===== src/design/gdss_pkg.sv =====
// shared types and constants for the glyph double-size smoother
// no dependencies; used by every other file of the block
`timescale 1ns / 1ps

package gdss_pkg;

   localparam int COLUMN_W      = 8;
   localparam int WORD_W        = 16;
   localparam int INDEX_W       = 8;
   localparam logic [INDEX_W-1:0] GLYPH_WIDTH_RESET = 8'd8;

   localparam int QUEUE_DEPTH   = 2;
   localparam int QUEUE_PTR_W   = (QUEUE_DEPTH > 1) ? $clog2(QUEUE_DEPTH) : 1;
   localparam int QUEUE_CNT_W   = $clog2(QUEUE_DEPTH + 1);
   localparam logic [QUEUE_PTR_W-1:0] QUEUE_PTR_LAST = QUEUE_PTR_W'(QUEUE_DEPTH - 1);
   localparam logic [QUEUE_CNT_W-1:0] QUEUE_CNT_FULL = QUEUE_CNT_W'(QUEUE_DEPTH);

   // byte positions of one column's output sequence
   typedef logic [2:0] step_type;
   localparam step_type STEP_SMOOTH_LO = 3'd0;
   localparam step_type STEP_SMOOTH_HI = 3'd1;
   localparam step_type STEP_WORD_LO   = 3'd2;
   localparam step_type STEP_WORD_HI   = 3'd3;
   localparam step_type STEP_ZERO_LO   = 3'd4;
   localparam step_type STEP_ZERO_HI   = 3'd5;

   typedef struct packed {
      logic [WORD_W-1:0] smooth_word;
      logic [WORD_W-1:0] column_word;
      logic              first;
      logic              last;
   } cmd_type;

   typedef struct packed {
      logic full;
      logic empty;
   } queue_status_type;

endpackage


===== src/design/gdss_if.sv =====
// handshake channels of the smoother: column input and result byte output
// depends on gdss_pkg for field widths
`timescale 1ns / 1ps

interface gdss_req_if;
   logic                            valid;
   logic                            ready;
   logic [gdss_pkg::COLUMN_W-1:0]   column_byte;

   modport source (output valid, output column_byte, input ready);
   modport sink   (input valid, input column_byte, output ready);
endinterface

interface gdss_rsp_if;
   logic       valid;
   logic       ready;
   logic [7:0] data_byte;
   logic       transaction_end;
   logic       run_last;

   modport source (output valid, output data_byte, output transaction_end,
                   output run_last, input ready);
   modport sink   (input valid, input data_byte, input transaction_end,
                   input run_last, output ready);
endinterface


===== src/design/gdss_front.sv =====
// front end: accepts column bytes, widens and smooths, tracks glyph position
// depends on gdss_pkg and gdss_if; feeds commands to gdss_queue
`timescale 1ns / 1ps

module gdss_front (
   input  logic                              clock,
   input  logic                              reset,
   gdss_req_if.sink                          req,
   input  logic                              csr_we,
   input  logic [gdss_pkg::INDEX_W-1:0]      csr_wdata,
   input  gdss_pkg::queue_status_type        q_status,
   output logic                              push,
   output gdss_pkg::cmd_type                 push_cmd
);

   logic [gdss_pkg::INDEX_W-1:0] glyph_width_ff, glyph_width_in;
   logic [gdss_pkg::INDEX_W-1:0] column_index_ff, column_index_in;
   logic [gdss_pkg::WORD_W-1:0]  previous_word_ff, previous_word_in;
   logic [gdss_pkg::WORD_W-1:0]  w;
   logic [gdss_pkg::WORD_W-1:0]  y;
   logic [gdss_pkg::WORD_W-1:0]  p;
   logic [gdss_pkg::WORD_W-1:0]  diag;
   logic                         first;
   logic                         last;

   assign req.ready = !q_status.full;
   assign push      = req.valid && req.ready;

   // spread bits to even positions, fill odd ones between set pairs
   always_comb begin
      y = '0;
      for (int i = 0; i < gdss_pkg::COLUMN_W; i++) begin
         y[2*i] = req.column_byte[i];
      end
      w = y | ({y[gdss_pkg::WORD_W-2:0], 1'b0} & {1'b0, y[gdss_pkg::WORD_W-1:1]});
   end

   assign p    = previous_word_ff;
   assign diag = ({1'b0, p[gdss_pkg::WORD_W-1:1]} & {w[gdss_pkg::WORD_W-2:0], 1'b0})
               | ({p[gdss_pkg::WORD_W-2:0], 1'b0} & {1'b0, w[gdss_pkg::WORD_W-1:1]});

   assign first = (column_index_ff == '0);
   assign last  = (glyph_width_ff <= 8'd1)
               || (({1'b0, column_index_ff} + 9'd1) >= {1'b0, glyph_width_ff});

   always_comb begin
      push_cmd.smooth_word = (p & w) | (~(p | w) & diag);
      push_cmd.column_word = w;
      push_cmd.first       = first;
      push_cmd.last        = last;
   end

   always_comb begin
      glyph_width_in   = csr_we ? csr_wdata : glyph_width_ff;
      column_index_in  = column_index_ff;
      previous_word_in = previous_word_ff;
      if (push) begin
         column_index_in  = last ? '0 : column_index_ff + 8'd1;
         previous_word_in = w;
      end
   end

   always_ff @(posedge clock) begin
      if (reset) begin
         glyph_width_ff   <= gdss_pkg::GLYPH_WIDTH_RESET;
         column_index_ff  <= '0;
         previous_word_ff <= '0;
      end else begin
         glyph_width_ff   <= glyph_width_in;
         column_index_ff  <= column_index_in;
         previous_word_ff <= previous_word_in;
      end
   end

endmodule


===== src/design/gdss_queue.sv =====
// short command queue between front and back end
// depends on gdss_pkg
`timescale 1ns / 1ps

module gdss_queue (
   input  logic                       clock,
   input  logic                       reset,
   input  logic                       push,
   input  gdss_pkg::cmd_type          push_cmd,
   input  logic                       pop,
   output gdss_pkg::cmd_type          pop_cmd,
   output gdss_pkg::queue_status_type status
);

   gdss_pkg::cmd_type                entry_ff [gdss_pkg::QUEUE_DEPTH];
   logic [gdss_pkg::QUEUE_PTR_W-1:0] wr_ptr_ff, wr_ptr_in;
   logic [gdss_pkg::QUEUE_PTR_W-1:0] rd_ptr_ff, rd_ptr_in;
   logic [gdss_pkg::QUEUE_CNT_W-1:0] count_ff, count_in;

   assign status.full  = (count_ff == gdss_pkg::QUEUE_CNT_FULL);
   assign status.empty = (count_ff == '0);
   assign pop_cmd      = entry_ff[rd_ptr_ff];

   always_comb begin
      wr_ptr_in = wr_ptr_ff;
      rd_ptr_in = rd_ptr_ff;
      count_in  = count_ff;
      if (push) begin
         wr_ptr_in = (wr_ptr_ff == gdss_pkg::QUEUE_PTR_LAST) ? '0
                   : wr_ptr_ff + gdss_pkg::QUEUE_PTR_W'(1);
      end
      if (pop) begin
         rd_ptr_in = (rd_ptr_ff == gdss_pkg::QUEUE_PTR_LAST) ? '0
                   : rd_ptr_ff + gdss_pkg::QUEUE_PTR_W'(1);
      end
      if (push && !pop) begin
         count_in = count_ff + gdss_pkg::QUEUE_CNT_W'(1);
      end else if (pop && !push) begin
         count_in = count_ff - gdss_pkg::QUEUE_CNT_W'(1);
      end
   end

   always_ff @(posedge clock) begin
      if (reset) begin
         wr_ptr_ff <= '0;
         rd_ptr_ff <= '0;
         count_ff  <= '0;
      end else begin
         wr_ptr_ff <= wr_ptr_in;
         rd_ptr_ff <= rd_ptr_in;
         count_ff  <= count_in;
      end
   end

   always_ff @(posedge clock) begin
      if (push) begin
         entry_ff[wr_ptr_ff] <= push_cmd;
      end
   end

endmodule


===== src/design/gdss_back.sv =====
// back end: walks each command through its bytes into the result register
// depends on gdss_pkg and gdss_if; drains gdss_queue
`timescale 1ns / 1ps

module gdss_back (
   input  logic                       clock,
   input  logic                       reset,
   input  gdss_pkg::cmd_type          cmd,
   input  gdss_pkg::queue_status_type q_status,
   output logic                       pop,
   gdss_rsp_if.source                 rsp
);

   logic                 rsp_valid_ff, rsp_valid_in;
   logic [7:0]           data_ff, data_in;
   logic                 tend_ff, tend_in;
   logic                 rlast_ff, rlast_in;
   logic                 active_ff, active_in;
   gdss_pkg::step_type   step_ff, step_in;
   gdss_pkg::step_type   cur_step;
   gdss_pkg::step_type   end_step;
   logic                 load;

   assign rsp.valid           = rsp_valid_ff;
   assign rsp.data_byte       = data_ff;
   assign rsp.transaction_end = tend_ff;
   assign rsp.run_last        = rlast_ff;

   assign load     = !rsp_valid_ff || rsp.ready;
   assign cur_step = active_ff ? step_ff
                   : (cmd.first ? gdss_pkg::STEP_WORD_LO : gdss_pkg::STEP_SMOOTH_LO);
   assign end_step = cmd.last ? gdss_pkg::STEP_ZERO_HI : gdss_pkg::STEP_WORD_HI;
   assign pop      = load && !q_status.empty && (cur_step == end_step);

   always_comb begin
      data_in      = data_ff;
      tend_in      = tend_ff;
      rlast_in     = rlast_ff;
      rsp_valid_in = rsp_valid_ff;
      active_in    = active_ff;
      step_in      = step_ff;
      if (load) begin
         rsp_valid_in = !q_status.empty;
         unique case (cur_step)
            gdss_pkg::STEP_SMOOTH_LO: data_in = cmd.smooth_word[7:0];
            gdss_pkg::STEP_SMOOTH_HI: data_in = cmd.smooth_word[15:8];
            gdss_pkg::STEP_WORD_LO:   data_in = cmd.column_word[7:0];
            gdss_pkg::STEP_WORD_HI:   data_in = cmd.column_word[15:8];
            default:                  data_in = '0;
         endcase
         tend_in  = (cur_step == gdss_pkg::STEP_WORD_HI)
                 || (cur_step == gdss_pkg::STEP_ZERO_HI);
         rlast_in = (cur_step == end_step);
         if (!q_status.empty) begin
            active_in = (cur_step != end_step);
            step_in   = cur_step + 3'd1;
         end
      end
   end

   always_ff @(posedge clock) begin
      if (reset) begin
         rsp_valid_ff <= 1'b0;
         active_ff    <= 1'b0;
         step_ff      <= gdss_pkg::STEP_SMOOTH_LO;
      end else begin
         rsp_valid_ff <= rsp_valid_in;
         active_ff    <= active_in;
         step_ff      <= step_in;
      end
   end

   always_ff @(posedge clock) begin
      data_ff  <= data_in;
      tend_ff  <= tend_in;
      rlast_ff <= rlast_in;
   end

endmodule


===== src/design/glyph_double_size_smoother.sv =====
// top level of the glyph double-size smoother
// depends on gdss_pkg, gdss_if, gdss_front, gdss_queue, gdss_back
//
// use: column bytes of a glyph enter on req (valid/ready, column_byte), in
// column order. each column gives result words on rsp (data_byte,
// transaction_end, run_last), one byte per cycle while rsp is ready: the
// first column of a glyph gives 2 bytes, later columns 4, and the last
// column 2 more zero bytes, so 2 to 6 bytes per column, through the single
// result byte register; the front takes the next column while the back
// still drains. a column goes to a queue entry, then its first byte to the
// result register. csr_we/csr_wdata load glyph_width; write it only
// while idle. reset (synchronous) empties the queue, sets glyph_width to 8,
// the column position to glyph start and the previous word to zero. when
// rsp stalls, the result byte holds; the queue fills and req.ready drops.
`timescale 1ns / 1ps

module glyph_double_size_smoother (
   input  logic                         clock,
   input  logic                         reset,
   gdss_req_if.sink                     req,
   gdss_rsp_if.source                   rsp,
   input  logic                         csr_we,
   input  logic [gdss_pkg::INDEX_W-1:0] csr_wdata
);

   gdss_pkg::cmd_type          push_cmd;
   gdss_pkg::cmd_type          pop_cmd;
   gdss_pkg::queue_status_type q_status;
   logic                       push;
   logic                       pop;

   gdss_front u_front (
      .clock     (clock),
      .reset     (reset),
      .req       (req),
      .csr_we    (csr_we),
      .csr_wdata (csr_wdata),
      .q_status  (q_status),
      .push      (push),
      .push_cmd  (push_cmd)
   );

   gdss_queue u_queue (
      .clock    (clock),
      .reset    (reset),
      .push     (push),
      .push_cmd (push_cmd),
      .pop      (pop),
      .pop_cmd  (pop_cmd),
      .status   (q_status)
   );

   gdss_back u_back (
      .clock    (clock),
      .reset    (reset),
      .cmd      (pop_cmd),
      .q_status (q_status),
      .pop      (pop),
      .rsp      (rsp)
   );

   a_no_pop_empty: assert property (@(posedge clock) disable iff (reset)
      pop |-> !q_status.empty)
      else $error("queue popped while empty");

   a_no_push_full: assert property (@(posedge clock) disable iff (reset)
      push |-> !q_status.full)
      else $error("queue pushed while full");

   a_run_last_ends: assert property (@(posedge clock) disable iff (reset)
      (rsp.valid && rsp.run_last) |-> rsp.transaction_end)
      else $error("run_last word without transaction_end");

   a_reset_idle: assert property (@(posedge clock)
      reset |=> (!rsp.valid && q_status.empty))
      else $error("result or queue not idle after reset");

endmodule

===== src/flat_wrapper.sv =====
// flat-port wrapper written by rule: the top's interface ports become plain ports
module glyph_double_size_smoother_flat 
  (clock, reset, csr_we, csr_wdata, req_valid, req_column_byte, req_ready, rsp_valid, rsp_data_byte, rsp_transaction_end, rsp_run_last, rsp_ready);
  gdss_req_if req_i ();
  gdss_rsp_if rsp_i ();
  input  logic clock;
  input  logic reset;
  input  logic csr_we;
  input  logic [gdss_pkg::INDEX_W-1:0] csr_wdata;
  input wire logic [$bits(req_i.valid)-1:0] req_valid;
  input wire logic [$bits(req_i.column_byte)-1:0] req_column_byte;
  output wire logic [$bits(req_i.ready)-1:0] req_ready;
  output wire logic [$bits(rsp_i.valid)-1:0] rsp_valid;
  output wire logic [$bits(rsp_i.data_byte)-1:0] rsp_data_byte;
  output wire logic [$bits(rsp_i.transaction_end)-1:0] rsp_transaction_end;
  output wire logic [$bits(rsp_i.run_last)-1:0] rsp_run_last;
  input wire logic [$bits(rsp_i.ready)-1:0] rsp_ready;
  assign req_i.valid = req_valid;
  assign req_i.column_byte = req_column_byte;
  assign req_ready = req_i.ready;
  assign rsp_valid = rsp_i.valid;
  assign rsp_data_byte = rsp_i.data_byte;
  assign rsp_transaction_end = rsp_i.transaction_end;
  assign rsp_run_last = rsp_i.run_last;
  assign rsp_i.ready = rsp_ready;
  glyph_double_size_smoother u_core (.clock(clock), .reset(reset), .req(req_i), .rsp(rsp_i), .csr_we(csr_we), .csr_wdata(csr_wdata));
endmodule

===== config.mk =====
export PLATFORM = sky130hd
export DESIGN_NAME = glyph_double_size_smoother_flat
export DESIGN_NICKNAME = d
export VERILOG_FILES = /design/src/design/gdss_pkg.sv /design/src/design/gdss_if.sv /design/src/design/gdss_front.sv /design/src/design/gdss_queue.sv /design/src/design/gdss_back.sv /design/src/design/glyph_double_size_smoother.sv /design/src/flat_wrapper.sv
export SDC_FILE = /design/constraint.sdc
export NUM_CORES = 1
export LEC_CHECK = 0
export BUFFER_PORTS_ARGS = -buffer_cell sky130_fd_sc_hd__buf_2
export CAP_MARGIN = 20
export CORE_MARGIN = 2
export CORE_UTILIZATION = 40
export DETAILED_ROUTE_END_ITERATION = 16
export GPL_TIMING_DRIVEN = 1
export SYNTH_ARGS = -nofsm -noshare
export SYNTH_HDL_FRONTEND = slang
export SYNTH_HIERARCHICAL = 1
export SYNTH_SLANG_ARGS = --single-unit

===== constraint.sdc =====
create_clock -name clock -period 5.8 [get_ports clock]
set_clock_uncertainty 0.05 [all_clocks]
set_input_delay 1.16 -clock clock [delete_from_list [all_inputs] [get_ports clock]]
set_output_delay 1.16 -clock clock [all_outputs]
set_load 0.02 [all_outputs]

# Word level (Yosys, flattened, before mapping)
# Memories as Yosys holds them, arrays and structs flattened. A register that Yosys moved wholly into a read port is not among the register bits.
# Cells that the tools add are included.
# totals
ff_bits	51
mem_bits_rw	68
in_bits	21
word_cells	71
n_memories	1
# memory_table
memory	depth	word_bits	read_ports	rd_ports_with_merged_regs	write_ports	line	text
u_core.u_queue.entry_ff	2	34	1	1	1	gdss_queue.sv:15	gdss_pkg::cmd_type entry_ff [gdss_pkg::QUEUE_DEPTH];
# op_classes
add_sub_neg	7
order_cmp	2
n_eq_ne	7
mux	13
n_bitwise	11
n_reduce_logical	18
# op_table
op	count
$or 16x16->16	3
$and 16x16->16	2
$pmux 8 s4	1
$and 15x16->16	1
$and 16x14->16	1
$and 16x15->16	1
$not 16->16	1
$or 15x16->16	1
$add 8x1->9 const B	1
$ge 9x8->1	1
$add 8x1->8 const B	1
$le 8x1->1 const B	1
$logic_not 8->1	1
$mux 8	1
$eq 3x2->1 const B	2
$mux 1	6
$mux 2	3
$mux 3	2
$logic_and 1x1->1	5
$logic_not 1->1	5
$add 3x1->3 const B	1
$eq 3x1->1 const B	1
$eq 3x3->1	1
$eq 3x3->1 const B	1
other kinds (11)	14

# Depth between registers and ports, before layout
# Gate-level depths: netlist of run 1.
# depth
depth_word	7
mapped_depth	12
mapped_depth_nobuf	10

# Modules after synthesis
# The synthesis of run 1 kept the hierarchy.
# by_module_without_submodules
mod	n_inst	cells_each	area_per_inst_um2
gdss_queue	1	128	2660.1
gdss_front	1	254	1964.4
gdss_back	1	75	808.3

# Least setup slack after synthesis of run 1
# No wires, ideal clock.
# synth_path
kind	input to register
from	in req_valid
to	mem u_core/u_queue/entry_ff[0][0] (netlist name), enable pin
setup_time_ps	429
arrival_time_ps	3282
required_ps	5321
path_slack_ps	2039
path_stages	4
path_buffers	1
path_cell_list	nand2_2 inv_1 clkbuf_1 nor2b_1
# synth_via
elab_chain_len	3
# synth_lines
item	line	text
from (decl)	flat_wrapper.sv:10	input wire logic [$bits(req_i.valid)-1:0] req_valid;
$logic_and 1x1->1	gdss_front.sv:27	assign push = req.valid && req.ready;
net u_core.push	glyph_double_size_smoother.sv:29	logic push;
$mux 1	gdss_queue.sv:56	if (push) begin
$mux 1 (not written as such)	gdss_queue.sv:57	entry_ff[wr_ptr_ff] <= push_cmd;
to (decl)	gdss_queue.sv:15	
# The timed path passes the listed nets, and every way through them passes these cells.

==> results.txt, run 1 <==
DR vias = 3410
Worst slew pin tran = 767.9 ps
EDFF count, synth = 78
Total Neg Setup Slack = 0 ps
Max Freq = 337.7 MHz
Post-CTS resize count = 0
Effective utilization at floorplan = 0.4102
Clk sinks = 119
Clock tree buffer depth = 2
Final setup vio count = 0
Die span in x = 120.5 um
CP Class = reg2reg
Drt pass-1 iters = 4
Ys Warns = 6
TritonCTS Buffers = 17
Leak = 2.357 nW
Hold Vio Cnt, Final = 0
Pin count of the biggest net entering global routing = 42
Rows = 42
Slowest cell on crit path = a2111oi_4
Iteration-0 DRC Markers = 272
Commonest non-fill, non-tap cell in the layout = edfxtp_1
RePlAce Congestion = 0.7534
Antenna viol nets, final = 0
WL final = 10280 um
CP cell instances = buf_4 > mux2_2 > or3b_4 > a2111oi_4 > inv_1 > ha_1 > or3_1 > a21oi_1
Global-route wire length before repair = 17040 um
Core area = 13240 um^2
Yosys top cell area share = 0.4311
Die Footprint = 14530 um^2
Root buffer cell = clkbuf_16
Post-synthesis async set-or-reset flop share = 0
Commonest cells after routing, fill and taps aside = 78 x edfxtp_1, 58 x nand2_1, 41 x dfxtp_1, 36 x a21oi_1, 34 x mux2_2
CP Data Required Time = 6080 ps
Slew margin rel. = 0.4881
Crit path capture type = flip-flop
Max-cap viol count = 0
Htree depth = 4
DR vias/cell = 5.120
ANT cells = 0
Final setup margin = 2838 ps
Die height = 120.5 um
Ports = 33
CP max FO = 34
Drt wl/cell = 15.44 um
Clk_lat worst skew = 410 ps
Total power = 2.459 mW
Post-detail-place hpwl = 6627 um
Final Util = 0.4721
Largest stage delay on the critical path = 430 ps
Crit path max-delay family = simple AND/OR/NAND/NOR gates
Tcrit/Tclk final = 0.5106
Clock Pin Slew Worst Setup and Hold Paths = 50 ps
Initial antenna violation count = 0
Post-CTS Setup Inserts = 0
Status = complete, no violations
Ratio of cells with drive above 1 in the final layout = 0.2224
Synthesis-stage register bit count = 119
Crit path launch type = flip-flop
Vias in the first global route = 3368
Hold_buf cts = 0
Cell count after synthesis = 457
Synthesized cell area = 5433 um^2
Power density over the cells = 393.4 nW/um^2
CTS tree = built
Final Net Count = 514
Area leader, netlist = edfxtp_1
DRC violations left = 0
# fillers = 1203
Worst slack at placement = 2406 ps
Arr. time, crit path = 3240 ps
Sequential area share after synthesis = 0.5822
WP buf/inv = 2
Final min period = 2962 ps
Max-slew violation count = 0
Grt total ovfl = 0
HP Class = reg2reg
Yosys cell types = 53
Mean Syn Cell Area = 11.89 um^2
Tot GR Track Use = 0.1544
Top cells by area, synth = edfxtp_1 43%, dfxtp_1 15%, mux2_2 7.0%, nand2_1 4.0%, ha_1 3.7%
RSZ-0062 raised after global routing = no
Top_reg_cell synth = edfxtp_1
Area delta synth->final = 15.09%
Max VDD drop = 0.2618 mV
Port bufs = 32
## layer usage
layer	GRT usage	vias to the layer above	share of wire
li1	-	1675	-
met1	0.1950	1647	0.46
met2	0.2387	69	0.47
met3	0.04528	19	0.041
met4	0.08358	0	0.025
met5	0	-	0
## metrics by stage
stage	instance area, um^2	hold slack, ps	cells
after floorplan	5436	389.9	458
after global placement	5640	405.4	634
after detailed placement	5640	414.2	634
after CTS	6252	421.2	666
after global routing	6252	459.9	666
final	6252	420.8	666
## worst reg2reg max path, cell delays in order (launching register included)
cell and delay (ps):
dfxtp_1 300, buf_4 390, mux2_2 410, or3b_4 400, a2111oi_4 430, inv_1 90, ha_1 320, or3_1 350
a21oi_1 140
## report_power, final
part / internal [mW] / switching [mW]
Clock: 0.713 / 0.365
Combinational: 0.116 / 0.211
Sequential: 1.02 / 0.0350
## area by class of cell
type,instances,area [um^2],share of cell area
sequential,119,3163,0.5059
tap,176,220.2,0.03522
clock inverter,14,182.7,0.02922
clock buffer,18,429.2,0.06864
inverter,20,75.07,0.01201
multi-input combinational,284,1999,0.3198
timing repair buffer,35,182.7,0.02922
## worst paths after layout
check / depth (start not counted) / slack [ps] / start / end
worst max-delay path: 8 / 2840 / flip-flop / u_core/u_queue/count_ff[1]
worst min-delay path: 2 / 420 / u_core/u_front/p[4] / u_core/u_front/p[4]
worst max register to register: 8 / 2840 / flip-flop / u_core/u_queue/count_ff[1]
worst min register to register: 2 / 420 / u_core/u_front/p[4] / u_core/u_front/p[4]
## logic make-up after synthesis
kind of cell / after synthesis / share of synthesized area
buffers and inverters: 55 / 0.05090
other: 1 / 0.0006903
flip-flops: 119 / 0.5822
AND/OR/NAND/NOR: 133 / 0.1304
XOR/XNOR: 10 / 0.01750
adder cells (fa/ha/maj): 16 / 0.03685
multiplexers: 43 / 0.08706
AO/OA/AOI/OAI: 80 / 0.09443
## Yosys cell counts (3+ instances only)
master / count
nor4bb_1: 3
clkbuf_1: 12
inv_1: 19
nor2_1: 15
edfxtp_1: 78
buf_4: 17
xor2_1: 4
o21ai_0: 8
and2_1: 16
dfxtp_1: 41
a22oi_1: 16
mux2i_1: 9
a21o_1: 5
xnor2_1: 5
a31oi_1: 6
nand3b_1: 4
nor3_1: 3
a21oi_1: 36
nand2_1: 58
buf_2: 3
mux2_2: 34
nand4_1: 5
ha_1: 16
nand2b_1: 5
nand3_1: 6
## registers in the layout, summed over array words and instances, names as in the netlist, named ones only
| name | count |
|---|---|
| u_core/u_back/step_ff | 3 |
| u_core/u_queue/entry_ff | 68 |
| u_core/u_queue/rd_ptr_ff | 1 |
| u_core/u_back/rsp.valid | 1 |
| u_core/u_back/rsp.transaction_end | 1 |
| u_core/u_queue/wr_ptr_ff | 1 |
| u_core/u_front/column_index_ff | 8 |
| u_core/u_front/glyph_width_ff | 8 |
| u_core/u_back/rsp.data_byte | 8 |
| u_core/u_back/rsp.run_last | 1 |
| u_core/u_front/p | 15 |
| u_core/u_queue/count_ff | 2 |
| u_core/u_back/active_ff | 1 |
(Power assumes the default switching activity.)
==> run 2, diff against run 1 <==
==> constraint.sdc (replaced) <==
create_clock -name clock -period 2.8 [get_ports clock]
set_clock_uncertainty 0.05 [all_clocks]
set_input_delay 0.56 -clock clock [delete_from_list [all_inputs] [get_ports clock]]
set_output_delay 0.56 -clock clock [all_outputs]
set_load 0.02 [all_outputs]
==> run 2 against run 1 <==
Clock-buffer cell count increased by 8; critical path depth is 2 higher; routed wire length is 3.8% higher; die area unchanged; largest cell class unchanged; highest routed layer unchanged.
==> results.txt, run 2 (synthesized netlist as in run 1, its figures left out) <==
Commonest cells after routing, fill and taps aside = 78 x edfxtp_1, 58 x nand2_1, 41 x dfxtp_1, 36 x a21oi_1, 34 x mux2_2
Arr. time, crit path = 2880 ps
Antenna viol nets, final = 0
RePlAce Congestion = 0.7912
Hold_buf cts = 0
Root buffer cell = clkbuf_16
Port bufs = 32
Global-route wire length before repair = 17420 um
Crit path capture type = flip-flop
Drt pass-1 iters = 4
Crit path launch type = flip-flop
Initial antenna violation count = 1
Slowest cell on crit path = dfxtp_1
Max VDD drop = 0.4235 mV
Total Neg Setup Slack = 0 ps
Iteration-0 DRC Markers = 246
Clk sinks = 119
WL final = 10670 um
Effective utilization at floorplan = 0.4102
ANT cells = 0
Clock Pin Slew Worst Setup and Hold Paths = 50 ps
# fillers = 1218
DP Area = 5683 um^2
Clk_lat worst skew = 410 ps
Pin count of the biggest net entering global routing = 42
Commonest non-fill, non-tap cell in the layout = edfxtp_1
Leak = 2.357 nW
Final setup margin = 195.8 ps
Crit path max-delay family = compound AO/OA/AOI/OAI gates
Vias in the first global route = 3507
DR vias/cell = 5.171
Rows = 42
Area delta synth->final = 14.69%
Final min period = 2604 ps
Die height = 120.5 um
Core area = 13240 um^2
Max-cap viol count = 0
Crit path depth = 10
Post-CTS resize count = 0
Htree depth = 4
CP Data Required Time = 3080 ps
Ratio of cells with drive above 1 in the final layout = 0.2263
Hold Crit Depth = 3
Worst slack at placement = 135.5 ps
CP max FO = 7
Tot GR Track Use = 0.1572
Die span in x = 120.5 um
CP Class = reg2reg
CTS tree = built
TritonCTS Buffers = 17
Final setup vio count = 0
Power density over the cells = 764.1 nW/um^2
Tcrit/Tclk final = 0.9301
Critical path's most frequent cell = ha_1
Placed Cells = 638
Max-slew violation count = 0
Die Footprint = 14530 um^2
Area of the multi-input gates = 2038 um^2
Finished Cell Area = 6231 um^2
Slew margin rel. = 0.4364
RSZ-0062 raised after global routing = no
Max Freq = 384.0 MHz
WP buf/inv = 0
Worst R2R Path Depth = 10
Largest register FFs = 68
Drt wl/cell = 15.90 um
Fin cells = 671
Post-detail-place hpwl = 6692 um
HP Class = in2reg
Hold Slack = 328.3 ps
Clock tree buffer depth = 2
Grt total ovfl = 0
DRC violations left = 0
Hold Vio Cnt, Final = 0
Final Net Count = 519
Largest stage delay on the critical path = 410 ps
CP cell instances = ha_1 > and3_2 > nand3_4 > xnor2_1 > ha_1 > nand3_1 > a2bb2oi_2 > o311a_4 > nand4_1 > a31oi_1
Most flops, register = u_core/u_queue/entry_ff
Post-CTS Setup Inserts = 0
Worst slew pin tran = 845.4 ps
FF+latch area = 3163 um^2
DR vias = 3470
Status = complete, no violations
Ports = 33
==> run 2: cell types whose count changed in the layout (fill, tap and decap cells not counted), moves of 3 or more <==
cell	previous run	this run
buf_4	3	6
bufinv_16	4	0
clkinv_2	3	6
clkinvlp_4	3	0
clkbuf_1	1	7
==> run 2: path summary, 6_finish.rpt <==
check	endpoint	slack, ps	from
setup / recovery	u_core/u_front/column_index_ff[5]	200	u_core/u_front/column_index_ff[1]
hold reg to reg	u_core/u_front/p[6]	420	u_core/u_front/p[6]
setup reg to reg	u_core/u_front/column_index_ff[5]	200	u_core/u_front/column_index_ff[1]
hold / removal	u_core/u_front/glyph_width_ff[0]	330	csr_wdata[0]
==> run 2: worst reg2reg max path, stage by stage (launching register included) <==
cell and delay (ps):
dfxtp_1 410, ha_1 250, and3_2 280, nand3_4 100, xnor2_1 150, ha_1 300, nand3_1 190, a2bb2oi_2 220
o311a_4 280, nand4_1 110, a31oi_1 180
==> run 2: metrics by stage <==
stage,power (mW),utilization
3_3_place_gp,2.898,0.4291
6_report,4.761,0.4705
5_1_grt,4.974,0.4705
2_1_floorplan,2.693,-
3_5_place_dp,2.918,0.4291
4_1_cts,4.797,0.4676
==> run 2: cell type report <==
type	count	share of cell area
timing repair buffer	39	0.03614
clock buffer	26	0.07691
sequential	119	0.5076
inverter	20	0.01205
tap	176	0.03534
multi-input combinational	285	0.3271
clock inverter	6	0.004819
==> run 2: metal layers <==
layer	share of wire	global-route usage
met1	0.45	0.1875
met2	0.49	0.2588
met3	0.044	0.05330
met4	0.018	0.06759
met5	0	0
==> run 2: where the power goes <==
part | switching, mW | internal [mW] | total [mW]
Clock | 0.702 | 1.16 | 1.87
Combinational | 0.451 | 0.258 | 0.709
Sequential | 0.0732 | 2.11 | 2.19
Total | 1.23 | 3.53 | 4.76
